===== config.mk =====
export PLATFORM = sky130hd
export DESIGN_NAME = clock_buffer_frame_manager_top
export DESIGN_NICKNAME = d
export VERILOG_FILES = /design/src/rtl/core/cbfm_pkg.sv /design/src/rtl/core/clock_buffer_frame_manager_top.sv /design/src/rtl/core/cbfm_frame_mem.sv /design/src/rtl/core/cbfm_seq.sv
export VERILOG_INCLUDE_DIRS = /design/src /design/src/rtl/core
export SDC_FILE = /design/constraint.sdc
export NUM_CORES = 2
export LEC_CHECK = 0
export BUFFER_PORTS_ARGS = -buffer_cell sky130_fd_sc_hd__buf_2
export CORE_ASPECT_RATIO = 0.7
export CORE_MARGIN = 2
export CORE_UTILIZATION = 25
export DETAILED_ROUTE_END_ITERATION = 12
export PLACE_DENSITY = 0.46
export SYNTH_ARGS = -nofsm -noshare
export SYNTH_HDL_FRONTEND = slang
export SYNTH_SLANG_ARGS = --single-unit

===== constraint.sdc =====
create_clock -name clk -period 11.7 [get_ports clk]
set_input_delay 0 -clock clk [delete_from_list [all_inputs] [get_ports clk]]
set_output_delay 0 -clock clk [all_outputs]
set_load 0.02 [all_outputs]

===== src/rtl/core/clock_buffer_frame_manager_top_defines.svh =====
// Assertion macros shared by the frame manager RTL.
// No dependencies; included by files that carry concurrent checks.
`ifndef CLOCK_BUFFER_FRAME_MANAGER_TOP_DEFINES_SVH
`define CLOCK_BUFFER_FRAME_MANAGER_TOP_DEFINES_SVH

`ifndef ASSERT_OFF
`define CBFM_ASSERT_IMPL(lbl, clk, rstn, ante, cons) \
	lbl: assert property (@(posedge clk) disable iff (!rstn) (ante) |-> (cons)) \
		else $error("implication check failed");
`else
`define CBFM_ASSERT_IMPL(lbl, clk, rstn, ante, cons)
`endif

`ifndef ASSERT_OFF
`define CBFM_ASSERT_NEXT(lbl, clk, rstn, ante, cons) \
	lbl: assert property (@(posedge clk) disable iff (!rstn) (ante) |=> (cons)) \
		else $error("next-cycle check failed");
`else
`define CBFM_ASSERT_NEXT(lbl, clk, rstn, ante, cons)
`endif

`endif


===== src/rtl/core/cbfm_pkg.sv =====
// Shared types and codes of the buffer frame manager.
// No dependencies; used by the frame memory, sequencer and top level.
package cbfm_pkg;

	localparam int ADDR_W   = 6;
	localparam int FILE_W   = 8;
	localparam int PAGE_W   = 20;
	localparam int PINS_W   = 8;

	localparam logic [2:0] KIND_READ     = 3'd0;
	localparam logic [2:0] KIND_ALLOC    = 3'd1;
	localparam logic [2:0] KIND_UNPIN    = 3'd2;
	localparam logic [2:0] KIND_DISPOSE  = 3'd3;
	localparam logic [2:0] KIND_FLUSH    = 3'd4;

	localparam logic [2:0] ST_OK         = 3'd0;
	localparam logic [2:0] ST_NO_FREE    = 3'd1;
	localparam logic [2:0] ST_NOT_FOUND  = 3'd2;
	localparam logic [2:0] ST_NOT_PINNED = 3'd3;
	localparam logic [2:0] ST_PINNED     = 3'd4;
	localparam logic [2:0] ST_BAD_FRAME  = 3'd5;

	localparam logic [1:0] OP_NONE       = 2'd0;
	localparam logic [1:0] OP_WRITE_BACK = 2'd1;
	localparam logic [1:0] OP_READ_IN    = 2'd2;
	localparam logic [1:0] OP_RELEASE    = 2'd3;

	localparam logic [PINS_W-1:0] PIN_MAX = 8'hFF;
	localparam logic [5:0]        WB_LIMIT = 6'd32;

	typedef struct packed {
		logic              valid;
		logic              refb;
		logic              dirty;
		logic [PINS_W-1:0] pins;
		logic [FILE_W-1:0] file;
		logic [PAGE_W-1:0] page;
	} frame_entry_t;

	typedef struct packed {
		logic              re;
		logic [ADDR_W-1:0] raddr;
		logic              we;
		logic [ADDR_W-1:0] waddr;
		frame_entry_t      wdata;
	} mem_req_t;

endpackage


===== src/rtl/core/clock_buffer_frame_manager_top.sv =====
// Clock-sweep buffer frame manager, one request at a time; the next request is taken the cycle
// after the closing result is placed in the result register.
// Lookup reads and evaluates frames in turn (up to NUM_FRAMES); a read or alloc miss then
// sweeps the clock hand (up to 2*NUM_FRAMES steps); flush visits each frame until done or a
// pinned or bad frame ends it. Each frame step is a memory read state and an evaluate state
// on the single frame table port pair.
// Reset: all frames empty, clock hand at the last frame, output empty; no clearing pass.
module clock_buffer_frame_manager_top #(
	parameter int NUM_FRAMES = 32
) (
	input  logic        clk,
	input  logic        arst_n,
	// request channel: transfer when in_valid is high and in_stall is low
	input  logic        in_valid,
	output logic        in_stall,
	input  logic [2:0]  kind,
	input  logic [7:0]  file_id,
	input  logic [19:0] page_number,
	input  logic        mark_dirty,
	// result channel: write-backs first, then one closing result with last set
	output logic        out_valid,
	input  logic        out_stall,
	output logic [2:0]  status,
	output logic [4:0]  frame_index,
	output logic [1:0]  disk_op,
	output logic [7:0]  disk_file,
	output logic [19:0] disk_page,
	output logic        last
);
	// frame table access: the sequencer never reads and writes in one cycle,
	// so a read always returns the entry as left by the previous step
	cbfm_pkg::mem_req_t     mreq;
	cbfm_pkg::frame_entry_t rdata;

	cbfm_frame_mem #(
		.NUM_FRAMES(NUM_FRAMES)
	) u_mem (
		.clk   (clk),
		.arst_n(arst_n),
		.req   (mreq),
		.rdata (rdata)
	);

	// scan, sweep and flush sequencing plus the result register
	cbfm_seq #(
		.NUM_FRAMES(NUM_FRAMES)
	) u_seq (
		.clk        (clk),
		.arst_n     (arst_n),
		.in_valid   (in_valid),
		.in_stall   (in_stall),
		.kind       (kind),
		.file_id    (file_id),
		.page_number(page_number),
		.mark_dirty (mark_dirty),
		.out_valid  (out_valid),
		.out_stall  (out_stall),
		.status     (status),
		.frame_index(frame_index),
		.disk_op    (disk_op),
		.disk_file  (disk_file),
		.disk_page  (disk_page),
		.last       (last),
		.mreq       (mreq),
		.rdata      (rdata)
	);

endmodule


===== src/rtl/core/cbfm_frame_mem.sv =====
// Frame table memory: one write and one registered read port.
// Depends on cbfm_pkg; per-entry written flags give the reset value.
module cbfm_frame_mem #(
	parameter int NUM_FRAMES = 32
) (
	input  logic                  clk,
	input  logic                  arst_n,
	input  cbfm_pkg::mem_req_t    req,
	output cbfm_pkg::frame_entry_t rdata
);
	localparam int FW = $clog2(NUM_FRAMES);

	cbfm_pkg::frame_entry_t mem [NUM_FRAMES];
	cbfm_pkg::frame_entry_t rd_q;
	logic [NUM_FRAMES-1:0]  written_q;
	logic                   rd_written_q;

	always_ff @(posedge clk) begin
		if (req.we) begin
			mem[req.waddr[FW-1:0]] <= req.wdata;
		end
		if (req.re) begin
			rd_q <= mem[req.raddr[FW-1:0]];
		end
	end

	always_ff @(posedge clk or negedge arst_n) begin
		if (!arst_n) begin
			written_q    <= '0;
			rd_written_q <= 1'b0;
		end else begin
			if (req.we) begin
				written_q[req.waddr[FW-1:0]] <= 1'b1;
			end
			if (req.re) begin
				rd_written_q <= written_q[req.raddr[FW-1:0]];
			end
		end
	end

	// an entry never written reads back with cleared status and file; the page is not cleared
	always_comb begin
		rdata = rd_q;
		if (!rd_written_q) begin
			rdata.valid = 1'b0;
			rdata.refb  = 1'b0;
			rdata.dirty = 1'b0;
			rdata.pins  = '0;
			rdata.file  = '0;
		end
	end

endmodule


===== src/rtl/core/cbfm_seq.sv =====
// Operation sequencer: tag scan, clock sweep, flush scan, result register.
// Depends on cbfm_pkg and the assertion macro header.
`include "clock_buffer_frame_manager_top_defines.svh"

module cbfm_seq #(
	parameter int NUM_FRAMES = 32
) (
	input  logic                   clk,
	input  logic                   arst_n,
	input  logic                   in_valid,
	output logic                   in_stall,
	input  logic [2:0]             kind,
	input  logic [7:0]             file_id,
	input  logic [19:0]            page_number,
	input  logic                   mark_dirty,
	output logic                   out_valid,
	input  logic                   out_stall,
	output logic [2:0]             status,
	output logic [4:0]             frame_index,
	output logic [1:0]             disk_op,
	output logic [7:0]             disk_file,
	output logic [19:0]            disk_page,
	output logic                   last,
	output cbfm_pkg::mem_req_t     mreq,
	input  cbfm_pkg::frame_entry_t rdata
);
	localparam int FW = $clog2(NUM_FRAMES);
	localparam int SW = $clog2(2 * NUM_FRAMES);
	localparam logic [FW-1:0] LAST_IDX  = FW'(NUM_FRAMES - 1);
	localparam logic [SW-1:0] LAST_STEP = SW'(2 * NUM_FRAMES - 1);

	localparam logic [2:0] S_IDLE = 3'd0;
	localparam logic [2:0] S_LRD  = 3'd1;
	localparam logic [2:0] S_LEV  = 3'd2;
	localparam logic [2:0] S_SRD  = 3'd3;
	localparam logic [2:0] S_SEV  = 3'd4;
	localparam logic [2:0] S_FRD  = 3'd5;
	localparam logic [2:0] S_FEV  = 3'd6;
	localparam logic [2:0] S_FIN  = 3'd7;

	logic [2:0]    state_q, state_d;
	logic [2:0]    kind_q;
	logic [7:0]    file_q;
	logic [19:0]   page_q;
	logic          mdirty_q;
	logic [FW-1:0] idx_q, idx_d;
	logic [FW-1:0] hand_q, hand_d;
	logic [SW-1:0] step_q, step_d;
	logic [5:0]    wbcnt_q, wbcnt_d;
	logic [2:0]    cl_status_q, cl_status_d;
	logic [4:0]    cl_frame_q, cl_frame_d;
	logic [1:0]    cl_op_q, cl_op_d;
	logic [7:0]    cl_file_q, cl_file_d;
	logic [19:0]   cl_page_q, cl_page_d;
	logic          push, push_last;
	logic [2:0]    p_status;
	logic [4:0]    p_frame;
	logic [1:0]    p_op;
	logic [7:0]    p_file;
	logic [19:0]   p_page;
	logic          out_free, in_acc, tag_hit, file_eq;

	assign in_stall = (state_q != S_IDLE);
	assign in_acc   = in_valid && !in_stall;
	assign out_free = !out_valid || !out_stall;
	assign file_eq  = (rdata.file == file_q);
	assign tag_hit  = rdata.valid && file_eq && (rdata.page == page_q);

	always_comb begin
		state_d     = state_q;
		idx_d       = idx_q;
		hand_d      = hand_q;
		step_d      = step_q;
		wbcnt_d     = wbcnt_q;
		cl_status_d = cl_status_q;
		cl_frame_d  = cl_frame_q;
		cl_op_d     = cl_op_q;
		cl_file_d   = cl_file_q;
		cl_page_d   = cl_page_q;
		push        = 1'b0;
		push_last   = 1'b0;
		p_status    = cbfm_pkg::ST_OK;
		p_frame     = '0;
		p_op        = cbfm_pkg::OP_NONE;
		p_file      = '0;
		p_page      = '0;
		mreq        = '0;
		mreq.wdata  = rdata;

		unique case (state_q)
			S_IDLE: begin
				if (in_acc) begin
					idx_d       = '0;
					wbcnt_d     = '0;
					cl_status_d = cbfm_pkg::ST_OK;
					cl_frame_d  = '0;
					cl_op_d     = cbfm_pkg::OP_NONE;
					cl_file_d   = '0;
					cl_page_d   = '0;
					case (kind) inside
						cbfm_pkg::KIND_FLUSH: state_d = S_FRD;
						cbfm_pkg::KIND_READ, cbfm_pkg::KIND_ALLOC,
						cbfm_pkg::KIND_UNPIN, cbfm_pkg::KIND_DISPOSE: state_d = S_LRD;
						default: state_d = S_FIN;
					endcase
				end
			end
			S_LRD: begin
				mreq.re    = 1'b1;
				mreq.raddr = cbfm_pkg::ADDR_W'(idx_q);
				state_d    = S_LEV;
			end
			S_LEV: begin
				mreq.waddr = cbfm_pkg::ADDR_W'(idx_q);
				if (tag_hit) begin
					state_d    = S_FIN;
					cl_frame_d = 5'(idx_q);
					case (kind_q)
						cbfm_pkg::KIND_READ: begin
							mreq.we         = 1'b1;
							mreq.wdata.refb = 1'b1;
							if (rdata.pins != cbfm_pkg::PIN_MAX) begin
								mreq.wdata.pins = rdata.pins + 8'd1;
							end
						end
						cbfm_pkg::KIND_UNPIN: begin
							if (rdata.pins == '0) begin
								cl_status_d = cbfm_pkg::ST_NOT_PINNED;
							end else begin
								mreq.we          = 1'b1;
								mreq.wdata.pins  = rdata.pins - 8'd1;
								mreq.wdata.dirty = rdata.dirty | mdirty_q;
							end
						end
						cbfm_pkg::KIND_DISPOSE: begin
							mreq.we          = 1'b1;
							mreq.wdata.valid = 1'b0;
							mreq.wdata.refb  = 1'b0;
							mreq.wdata.dirty = 1'b0;
							mreq.wdata.pins  = '0;
							mreq.wdata.file  = '0;
							cl_op_d          = cbfm_pkg::OP_RELEASE;
							cl_file_d        = file_q;
							cl_page_d        = page_q;
						end
						default: ;
					endcase
				end else if (idx_q != LAST_IDX) begin
					idx_d   = idx_q + 1'b1;
					state_d = S_LRD;
				end else begin
					case (kind_q)
						cbfm_pkg::KIND_UNPIN: begin
							cl_status_d = cbfm_pkg::ST_NOT_FOUND;
							state_d     = S_FIN;
						end
						cbfm_pkg::KIND_DISPOSE: begin
							cl_op_d   = cbfm_pkg::OP_RELEASE;
							cl_file_d = file_q;
							cl_page_d = page_q;
							state_d   = S_FIN;
						end
						default: begin
							step_d  = '0;
							state_d = S_SRD;
						end
					endcase
				end
			end
			S_SRD: begin
				hand_d     = (hand_q == LAST_IDX) ? '0 : hand_q + 1'b1;
				mreq.re    = 1'b1;
				mreq.raddr = cbfm_pkg::ADDR_W'(hand_d);
				state_d    = S_SEV;
			end
			S_SEV: begin
				mreq.waddr = cbfm_pkg::ADDR_W'(hand_q);
				if (rdata.valid && (rdata.refb || rdata.pins != '0)) begin
					if (rdata.refb) begin
						mreq.we         = 1'b1;
						mreq.wdata.refb = 1'b0;
					end
					if (step_q == LAST_STEP) begin
						cl_status_d = cbfm_pkg::ST_NO_FREE;
						state_d     = S_FIN;
					end else begin
						step_d  = step_q + 1'b1;
						state_d = S_SRD;
					end
				end else if (!(rdata.valid && rdata.dirty) || out_free) begin
					// victim: write back old tag if dirty, install new one
					if (rdata.valid && rdata.dirty) begin
						push     = 1'b1;
						p_frame  = 5'(hand_q);
						p_op     = cbfm_pkg::OP_WRITE_BACK;
						p_file   = rdata.file;
						p_page   = rdata.page;
					end
					mreq.we          = 1'b1;
					mreq.wdata.valid = 1'b1;
					mreq.wdata.refb  = 1'b1;
					mreq.wdata.dirty = 1'b0;
					mreq.wdata.pins  = 8'd1;
					mreq.wdata.file  = file_q;
					mreq.wdata.page  = page_q;
					cl_frame_d       = 5'(hand_q);
					if (kind_q == cbfm_pkg::KIND_READ) begin
						cl_op_d   = cbfm_pkg::OP_READ_IN;
						cl_file_d = file_q;
						cl_page_d = page_q;
					end
					state_d = S_FIN;
				end
			end
			S_FRD: begin
				mreq.re    = 1'b1;
				mreq.raddr = cbfm_pkg::ADDR_W'(idx_q);
				state_d    = S_FEV;
			end
			S_FEV: begin
				mreq.waddr = cbfm_pkg::ADDR_W'(idx_q);
				if (rdata.valid && file_eq && rdata.pins != '0) begin
					cl_status_d = cbfm_pkg::ST_PINNED;
					cl_frame_d  = 5'(idx_q);
					state_d     = S_FIN;
				end else if (!rdata.valid && file_eq) begin
					cl_status_d = cbfm_pkg::ST_BAD_FRAME;
					cl_frame_d  = 5'(idx_q);
					state_d     = S_FIN;
				end else if (!(rdata.valid && rdata.dirty && wbcnt_q < cbfm_pkg::WB_LIMIT
				               && file_eq) || out_free) begin
					if (rdata.valid && file_eq) begin
						if (rdata.dirty && wbcnt_q < cbfm_pkg::WB_LIMIT) begin
							push    = 1'b1;
							p_frame = 5'(idx_q);
							p_op    = cbfm_pkg::OP_WRITE_BACK;
							p_file  = rdata.file;
							p_page  = rdata.page;
							wbcnt_d = wbcnt_q + 6'd1;
						end
						mreq.we          = 1'b1;
						mreq.wdata.valid = 1'b0;
						mreq.wdata.refb  = 1'b0;
						mreq.wdata.dirty = 1'b0;
						mreq.wdata.pins  = '0;
						mreq.wdata.file  = '0;
					end
					if (idx_q == LAST_IDX) begin
						state_d = S_FIN;
					end else begin
						idx_d   = idx_q + 1'b1;
						state_d = S_FRD;
					end
				end
			end
			S_FIN: begin
				if (out_free) begin
					push      = 1'b1;
					push_last = 1'b1;
					p_status  = cl_status_q;
					p_frame   = cl_frame_q;
					p_op      = cl_op_q;
					p_file    = cl_file_q;
					p_page    = cl_page_q;
					state_d   = S_IDLE;
				end
			end
			default: state_d = S_IDLE;
		endcase
	end

	always_ff @(posedge clk or negedge arst_n) begin
		if (!arst_n) begin
			state_q   <= S_IDLE;
			hand_q    <= LAST_IDX;
			out_valid <= 1'b0;
		end else begin
			state_q <= state_d;
			hand_q  <= hand_d;
			if (push) begin
				out_valid <= 1'b1;
			end else if (!out_stall) begin
				out_valid <= 1'b0;
			end
		end
	end

	always_ff @(posedge clk) begin
		if (in_acc) begin
			kind_q   <= kind;
			file_q   <= file_id;
			page_q   <= page_number;
			mdirty_q <= mark_dirty;
		end
		idx_q       <= idx_d;
		step_q      <= step_d;
		wbcnt_q     <= wbcnt_d;
		cl_status_q <= cl_status_d;
		cl_frame_q  <= cl_frame_d;
		cl_op_q     <= cl_op_d;
		cl_file_q   <= cl_file_d;
		cl_page_q   <= cl_page_d;
		if (push) begin
			status      <= p_status;
			frame_index <= p_frame;
			disk_op     <= p_op;
			disk_file   <= p_file;
			disk_page   <= p_page;
			last        <= push_last;
		end
	end

	`CBFM_ASSERT_NEXT(a_busy_after_take, clk, arst_n, in_acc, in_stall)
	`CBFM_ASSERT_IMPL(a_no_rw_overlap, clk, arst_n, mreq.re, !mreq.we)
	`CBFM_ASSERT_IMPL(a_push_needs_room, clk, arst_n, push, out_free)
	`CBFM_ASSERT_IMPL(a_idle_no_access, clk, arst_n, state_q == S_IDLE,
		!mreq.re && !mreq.we && !push)

endmodule

==> results.tsv <==
metric	value	unit
status	finished clean	
total number of vias	29100	
Tmin final	5.05	ns
ys flop type	edfxtp_1	
Yosys cell types	77	
number of global-route vias before repair	28600	
Slew headroom	0.148	
drt via density	4.76	
I/O Buffers	76	
Fillers	22000	
routability cong.	0.807	
Post-Route WL	164	mm
r2r setup slk	6.65	ns
Max VDD drop	268	uV
Final Hold Vio Count	0	
Clk Latency, worst-skew pair	0.75	ns
switching pwr	5.62	mW
Seq/Total Area, Yosys	0.769	
Syn Area/Cell	20.6	um2
final setup fails	0	
hold depth	2	
Finished Layout Cells	6114	
Clk pwr share	0.267	
Post-Syn Area	56500	um2
unrepaired setup endpoints after global routing	false	
Power per Cell Area	258	nW/um2
share of layout cells above drive strength 1	0.258	
number of max-cap violations	0	
Worst EP arrival	5.43	ns
Worst Skew	0.0249	ns
worst-path maximum fanout	44	
CP endpoint kind	register	
syn_nets	2784	
Final nets	3012	
CTS root buf	clkbuf_16	
Post-CTS Hold Buffers	54	
Top Ports	77	
Die Area	230000	um2
postcts setup bufs	0	
Starting Density	0.251	
Total GRT Usage	0.140	
Leak	20.8	nW
type of the worst setup path	reg -> reg	
Post-DRT Antenna Nets	0	
initial DRC count	3392	
worst setup margin	6.65	ns
CTS sink count	1455	
CTS tree	yes	
period utilization	0.431	
CP Launch Point	u_mem.rd_written_q	
row count	146	
iteration count of the initial detailed-routing pass	5	
Post-synth EDFFs	1413	
Post-CTS Resized	0	
fin util	0.294	
Crit Reg-Reg Startpoint	u_mem.rd_written_q	
WHS	0.0169	ns
Syn. warnings	0	
Fin Setup TNS	0	ns
Synth Register Bits	1455	
Setup crit end	u_mem.mem[17][15]	
post-DP HPWL	91.3	mm
Worst Path Required	12.09	ns
startpoint types	register	
Reg area	43500	um2
area of the multi-input gates	12700	um2
Max Fclk	0.198	GHz
GRT overflow	0	
R2R cell count	10	
fraction of registers with async set/reset	0.0289	
Die H	402	um
CTS H-tree depth	4	
Max Slew Vio Count	0	
dpl ws	6.64	ns
largest net degree at the start of global routing	135	
Comb power frac	0.298	
core area	225000	um2
Sw Share	0.329	
Syn Inst Count	2740	
Worst-Margin Slew	1.28	ns
drt drc	0	
CTS Buf Count	142	
DIE WIDTH	572	um
antenna violations before repair	15	
placed cells	5804	
Layout area overhead	17.1	%
first-pass GRT wire length	229	mm
Seq pwr share	0.435	
worst hold path type	in -> reg	
worst r2r dst	u_mem.mem[17][15]	
cell internal pwr	11.5	mW
Clock transition at path regs	0.06	ns
wire length per cell	26.8	um
Clock Path Buffers	3	
-- flip-flops by register name, indices dropped and copies added, names as in the netlist, 8 cells and up --
name / cells
u_mem.mem: 1248
u_seq.cl_page_q: 20
u_mem.rd_q: 19
u_seq.page_q: 20
u_mem.written_q: 32
u_seq.cl_file_q: 8
u_seq.disk_page: 20
u_seq.disk_file: 8
u_seq.file_q: 8
u_mem.rdata: 20
-- layout make-up --
| type | count | area share |
|---|---|---|
| Timing Repair Buffer | 222 | 0.0251 |
| Antenna cell | 2 | 0.0000756 |
| Inverter | 21 | 0.00119 |
| Multi-Input combinational cell | 1126 | 0.191 |
| Clock buffer | 177 | 0.0577 |
| Clock inverter | 77 | 0.0105 |
| Sequential cell | 1455 | 0.657 |
| Tap cell | 3034 | 0.0573 |
-- worst min-delay path by stage --
| stage | start | end | slack, ns |
|---|---|---|---|
| finish | file_id[7] | u_seq.file_q[7] | 0.02 |
| global route | kind[0] | u_seq.kind_q[0] | 0.03 |
| CTS | file_id[7] | u_seq.file_q[7] | 0.002 |
| detailed placement | arst_n | u_seq.state_q[0] | 0.13 |
| global placement | arst_n | u_seq.state_q[1] | 0.15 |
| floorplan | arst_n | u_mem.rd_written_q | -0.30 |
-- power by group through the flow --
stage / registers, mW / clock network (mW) / logic, mW
global placement: 7.53 / 0 / 5.11
finish: 7.43 / 4.56 / 5.08
detailed placement: 7.53 / 0 / 5.12
global route: 7.46 / 4.86 / 5.48
CTS: 7.42 / 4.67 / 5.15
floorplan: 7.50 / 0 / 3.13
-- synth_stat cells (20+ instances only) --
cell type | n | area (um2)
a22o_1 | 30 | 263
buf_2 | 85 | 425
clkbuf_1 | 41 | 154
dfrtp_1 | 37 | 926
edfxtp_1 | 1413 | 42400
mux2_2 | 31 | 349
mux4_2 | 312 | 7030
nand2_1 | 85 | 319
nand3_1 | 27 | 135
nor2_1 | 73 | 274
nor2b_1 | 40 | 250
nor3_1 | 20 | 100
nor4_1 | 49 | 307
o21ai_0 | 36 | 180
o21bai_1 | 20 | 150
o22ai_1 | 167 | 1040
xor2_1 | 22 | 193
-- layer usage --
| metal | part of all wire | GRT usage | routed length (um) | vias up |
|---|---|---|---|---|
| li1 | - | - | - | 12000 |
| met1 | 0.49 | 0.223 | 80700 | 15900 |
| met2 | 0.42 | 0.198 | 69500 | 1048 |
| met3 | 0.069 | 0.0230 | 11300 | 171 |
| met4 | 0.015 | 0.0289 | 2480 | 2 |
| met5 | 0.000079 | 0 | 13 | - |
-- per-stage QoR --
| step | area [um2] | power [mW] |
|---|---|---|
| 2_1_floorplan | 56500 | 10.6 |
| 3_3_place_gp | 61100 | 12.6 |
| 3_5_place_dp | 61100 | 12.7 |
| 4_1_cts | 66200 | 17.2 |
| 5_1_grt | 66200 | 17.8 |
| 6_report | 66200 | 17.1 |
-- logic make-up (layout without fill, tap and decap cells) --
family,after synthesis,in the layout,synth area share
buffers and inverters,159,497,0.0130
multiplexers,358,358,0.133
adder cells (fa/ha/maj),8,8,0.00177
flip-flops,1455,1455,0.769
XOR/XNOR,38,38,0.00589
AO/OA/AOI/OAI,344,344,0.0417
other,0,2,0
AND/OR/NAND/NOR,378,378,0.0352
-- cells in the final DEF, fill, tap and decap left out, types with 8 or more instances in the layout --
cell type and count:
nand3_1 27, mux2i_1 15, ha_1 8, o21ai_2 9, clkbuf_1 28, nor2_1 47
bufinv_16 12, clkinv_1 33, o21bai_1 20, clkbuf_16 148, a22oi_1 11, clkinv_2 23
inv_1 17, dlygate4sd3_1 54, dfrtp_1 37, and2_1 14, nand2_1 77, nor4_1 48
mux4_2 312, or2_1 9, xnor2_1 16, a21oi_1 17, xor2_1 22, a22o_1 30
nor2_4 26, o22ai_1 164, nand2_2 8, buf_4 88, edfxtp_1 1413, nor3_1 17
nand2b_1 9, a31oi_1 8, mux2_2 31, nor2b_1 40, buf_2 76, o21ai_0 26
and3_1 11
-- critical path, stage by stage, from the launching register on --
cell      delay, ns
dfrtp_1        0.32
buf_4          0.42
nand4b_1       0.16
o22ai_1        0.17
o22ai_1        0.33
and4bb_2       0.64
a31oi_2        0.14
buf_4          0.26
nand2b_1       0.54
nor2_4         0.96
buf_4          0.62
Note: power is estimated with default switching activity, not from simulation.
